## src/hw/rtl/gwcs_pkg.sv

```systemverilog
// Shared types for the weighted completion scheduler.
// Command and status bundles between controller and datapath; no dependencies.
`default_nettype none

package gwcs_pkg;

    localparam int JOB_W = 16;
    localparam int SUM_W = 63;

    // Controller to datapath commands
    typedef struct packed {
        logic load;
        logic sort_init;
        logic run_start;
        logic rd_right;
        logic latch_l;
        logic latch_r;
        logic cmp;
        logic sel;
        logic next_run;
        logic next_pass;
        logic walk_init;
        logic walk_rd;
        logic walk_latch;
        logic walk_mul;
        logic walk_add;
        logic out_load;
    } gwcs_cmd_t;

    // Datapath to controller status
    typedef struct packed {
        logic single_job;
        logic have_right;
        logic take_r;
        logic left_more;
        logic right_more;
        logic run_end;
        logic pass_end;
        logic sort_end;
        logic walk_end;
        logic out_busy;
    } gwcs_sts_t;

endpackage

`default_nettype wire

```

## src/hw/rtl/gwcs_ctrl.sv

```systemverilog
// Controller: sequences loading, bottom-up merge passes, the completion-time
// walk and result hand-off. Uses gwcs_pkg command/status types.
`default_nettype none

module gwcs_ctrl import gwcs_pkg::*; (
    input  wire logic      aclk,
    input  wire logic      aresetn,
    input  wire logic      s_tvalid,
    output logic           s_tready,
    input  wire logic      s_tlast,
    input  wire gwcs_sts_t sts,
    output gwcs_cmd_t      cmd
);

    localparam logic [3:0] ST_IDLE      = 4'd0;
    localparam logic [3:0] ST_SORT_INIT = 4'd1;
    localparam logic [3:0] ST_RUN_START = 4'd2;
    localparam logic [3:0] ST_FETCH_L   = 4'd3;
    localparam logic [3:0] ST_LATCH_L0  = 4'd4;
    localparam logic [3:0] ST_LATCH_L   = 4'd5;
    localparam logic [3:0] ST_LATCH_R   = 4'd6;
    localparam logic [3:0] ST_CMP       = 4'd7;
    localparam logic [3:0] ST_SEL       = 4'd8;
    localparam logic [3:0] ST_WALK_INIT = 4'd9;
    localparam logic [3:0] ST_WREAD     = 4'd10;
    localparam logic [3:0] ST_WLATCH    = 4'd11;
    localparam logic [3:0] ST_WMUL      = 4'd12;
    localparam logic [3:0] ST_WADD      = 4'd13;
    localparam logic [3:0] ST_OUT       = 4'd14;

    logic [3:0] state_reg, state_next;

    assign s_tready = state_reg == ST_IDLE;

    // Next state and commands
    always_comb begin
        state_next = state_reg;
        cmd        = '0;
        case (state_reg)
            ST_IDLE: begin
                if (s_tvalid) begin
                    cmd.load = 1'b1;
                    if (s_tlast) begin
                        state_next = ST_SORT_INIT;
                    end
                end
            end
            ST_SORT_INIT: begin
                cmd.sort_init = 1'b1;
                state_next = sts.single_job ? ST_WALK_INIT : ST_RUN_START;
            end
            ST_RUN_START: begin
                cmd.run_start = 1'b1;
                state_next = ST_FETCH_L;
            end
            ST_FETCH_L: begin
                state_next = ST_LATCH_L0;
            end
            ST_LATCH_L0: begin
                cmd.latch_l = 1'b1;
                if (sts.have_right) begin
                    cmd.rd_right = 1'b1;
                    state_next = ST_LATCH_R;
                end else begin
                    state_next = ST_CMP;
                end
            end
            ST_LATCH_L: begin
                cmd.latch_l = 1'b1;
                state_next = ST_CMP;
            end
            ST_LATCH_R: begin
                cmd.latch_r = 1'b1;
                state_next = ST_CMP;
            end
            ST_CMP: begin
                cmd.cmp = 1'b1;
                state_next = ST_SEL;
            end
            ST_SEL: begin
                cmd.sel = 1'b1;
                if (sts.run_end) begin
                    if (sts.pass_end) begin
                        cmd.next_pass = 1'b1;
                        state_next = sts.sort_end ? ST_WALK_INIT : ST_RUN_START;
                    end else begin
                        cmd.next_run = 1'b1;
                        state_next = ST_RUN_START;
                    end
                end else if (sts.take_r) begin
                    state_next = sts.right_more ? ST_LATCH_R : ST_CMP;
                end else begin
                    state_next = sts.left_more ? ST_LATCH_L : ST_CMP;
                end
            end
            ST_WALK_INIT: begin
                cmd.walk_init = 1'b1;
                state_next = ST_WREAD;
            end
            ST_WREAD: begin
                cmd.walk_rd = 1'b1;
                state_next = ST_WLATCH;
            end
            ST_WLATCH: begin
                cmd.walk_latch = 1'b1;
                state_next = ST_WMUL;
            end
            ST_WMUL: begin
                cmd.walk_mul = 1'b1;
                state_next = ST_WADD;
            end
            ST_WADD: begin
                cmd.walk_add = 1'b1;
                state_next = sts.walk_end ? ST_OUT : ST_WREAD;
            end
            ST_OUT: begin
                if (!sts.out_busy) begin
                    cmd.out_load = 1'b1;
                    state_next = ST_IDLE;
                end
            end
            default: begin
                state_next = ST_IDLE;
            end
        endcase
    end

    // State register
    always_ff @(posedge aclk) begin
        if (!aresetn) begin
            state_reg <= ST_IDLE;
        end else begin
            state_reg <= state_next;
        end
    end

endmodule

`default_nettype wire

```

## config.mk

```make
export PLATFORM = sky130hd
export DESIGN_NAME = gwcs_ctrl
export DESIGN_NICKNAME = d
export VERILOG_FILES = /design/src/hw/rtl/gwcs_pkg.sv /design/src/hw/rtl/gwcs_ctrl.sv
export SDC_FILE = /design/constraint.sdc
export NUM_CORES = 1
export LEC_CHECK = 0
export ABC_AREA = 0
export BUFFER_PORTS_ARGS = -buffer_cell sky130_fd_sc_hd__buf_2
export CORE_AREA = 5 5 44 46
export CTS_CLUSTER_DIAMETER = 40
export CTS_CLUSTER_SIZE = 30
export DETAILED_ROUTE_END_ITERATION = 16
export DIE_AREA = 0 0 49 51
export PLACE_DENSITY = 0.76
export SYNTH_ARGS = -nofsm -noshare
export SYNTH_HDL_FRONTEND = slang
export SYNTH_SLANG_ARGS = --single-unit
export TNS_END_PERCENT = 20
```

## constraint.sdc

```tcl
create_clock -name aclk -period 1.1 [get_ports aclk]
set_input_delay 0.22 -clock aclk [delete_from_list [all_inputs] [get_ports aclk]]
set_output_delay 0.22 -clock aclk [all_outputs]
set_load 0.05 [all_outputs]
```

==> impl_metrics.tcl <==
set metrics [dict create \
    status "complete, but fails checks" \
    violations "negative setup slack" \
    grt_max_degree 13 \
    drt_wl_total_mm 2.71 \
    synthTopCellsByArea "dfxtp_1 16%, nor2_1 11%, nand2_1 5.3%, buf_6 4.5%, nor3_1 4.0%" \
    antenna_cells 0 \
    ys_ff_latch 4 \
    start_util 0.337 \
    start_kind "register" \
    area_growth_pct 125 \
    whs_ps 323 \
    worstMarginPinSlew_ps 381 \
    avgViaCountPerCell 5.89 \
    grt_pass1_vias 706 \
    cts.sinks 4 \
    dieHeight_um 51 \
    setup_viol 21 \
    cts_tree "done" \
    synth_area_um2 495 \
    postSynthCellCount 72 \
    layout_commonest_cell "buf_4" \
    rr_worst_depth 6 \
    cp_max_fo 5 \
    p_per_area_mw_per_mm2 1760 \
    layout-drive-gt1-share 0.683 \
    dp_hpwl_mm 1.39 \
    p_leak_nw 0.487 \
    drtIter0Drc 35 \
    grt_pass1_wl_mm 3.62 \
    overflow 0 \
    ys_seq_area_frac 0.162 \
    dp_slack_ps -339 \
    tns_ps -6950 \
    die_area_mm2 0.00250 \
    async_reset_ff_frac 0 \
    dr.pass1.iters 4 \
    worstPathRequired_ps 880 \
    htreeDepth 1 \
    cp-startpoint "state_reg[0]" \
    synthDominantCellAreaShare 0.162 \
    skew_ps 1.70 \
    clkLatencyLatePin_ps 230 \
    slew_headroom 0.740 \
    hold_path.class "input pin to register" \
    vias 837 \
    critical_path_class "register to output port" \
    end_kind "output port" \
    synth_edf_count 0 \
    r2r_end "state_reg[3]" \
    ant_nets 0 \
    clock_path_buffers 2 \
    numCtsBuffers 3 \
    io_pins 31 \
    setup_ws_ps -477 \
    fin_total_pwr_w 0.00196 \
    syn-num-nets 86 \
    synth_area_leader_cell "dfxtp_1" \
    ir_drop_v 0.000995 \
    final_cell_mix "22 x buf_4, 16 x buf_6, 13 x buf_2, 8 x nor2_1" \
    rsz0062_at_grt "true" \
    rrSetupSlack_ps -270 \
    place.gp.congestion 0.842 \
    endpoint "cmd[15]" \
    ys.flop_type "dfxtp_1" \
    max_freq_mhz 634 \
    synth_cell_types 32 \
    reg2reg_from "state_reg[3]" \
    core_mm2 0.00147 \
    hold_buffers 0 \
    timing.max_cap.violations 0 \
    final_nets 142 \
    antenna_found_initial 0 \
    post-route-period-util 1.43 \
    hold_viol_final 0 \
    largest_reg_flops 4 \
    clkTransAtPathRegs_ps 40 \
    detail_route.wl_per_cell_um 19.1 \
    die_w_um 49 \
    drc 0 \
    io_buffers 30 \
    core.rowCount 14 \
    crit_arrival_ps 1360 \
    yosysWarnings 0 \
    cts_root_buf "clkbuf_4" \
    maxSlewViolCount 0 \
    grt_use_total 0.189 \
    period_needed_ps 1580 \
    avgSynthCellArea_um2 6.88 \
    finish.utilization 0.759 \
]
-- where the power goes --
part	total, W	leakage, nW	switching [W]	internal, W
logic	0.00151	0.437	0.000826	0.000688
clock network	0.000181	0.0138	0.0000589	0.000122
registers	0.000265	0.0356	0.0000719	0.000193
total	0.00196	0.487	0.000956	0.00100
-- worst max-delay path, cell delays in order (launching register included) --
cell and delay, ps:
dfxtp_4 360, buf_6 120, nor4_4 290, and2_4 210, buf_8 140
-- kinds of logic after synthesis --
logic type | after synthesis | share of synthesized area
compound gates | 16 | 0.250
xor+xnor | 1 | 0.0177
buf+inv | 10 | 0.124
flops | 4 | 0.162
mux | 1 | 0.0202
simple gates | 40 | 0.427
-- what timing repair did --
item                                   in CTS  in global routing
pin swaps                                   6                  6
endpoints found under the hold margin       0                  0
gates resized for setup                    44                 24
buffers inserted                            3                  1
setup endpoints to repair                  21                 21
-- synth_stat cells, types with 2 or more instances --
master     n
nand2b_1   3
buf_6      2
a32oi_1    2
dfxtp_1    4
inv_1      5
o31ai_1    2
nand3_1    2
nor2_1    15
nand2_1    7
a211oi_1   2
nor3_1     4
o22ai_1    2
a21oi_1    2
buf_4      2
-- per-stage QoR --
step           instance area, um^2  instances
4_1_cts                       1030        141
2_1_floorplan                  557         72
6_report                      1120        142
5_1_grt                       1120        142
3_5_place_dp                   850        135
3_3_place_gp                   850        135
-- cell type report --
type	instances	area, um^2
tap	16	20.0
clock buffer	3	22.5
timing repair buffer	56	485
sequential	4	95.1
multi-input combinational	58	474
fill	82	355
inverter	5	18.8
-- how the worst min path moves through the flow --
stage	from	to	cells past startpoint
finish	sts[0]	state_reg[2]	3
detailed placement	aresetn	state_reg[3]	3
floorplan	aresetn	state_reg[3]	2
CTS	aresetn	state_reg[3]	3
global route	aresetn	state_reg[0]	3
global placement	aresetn	state_reg[3]	3
-- metal layers --
layer	vias to the layer above	wire, um	share of wire	GRT usage
li1	369	-	-	-
met1	399	1040	0.38	0.217
met2	59	1300	0.48	0.343
met3	10	276	0.10	0.0320
met4	0	95	0.035	0.0807
met5	-	0	0	0
Power figures use the tool's default switching activity.
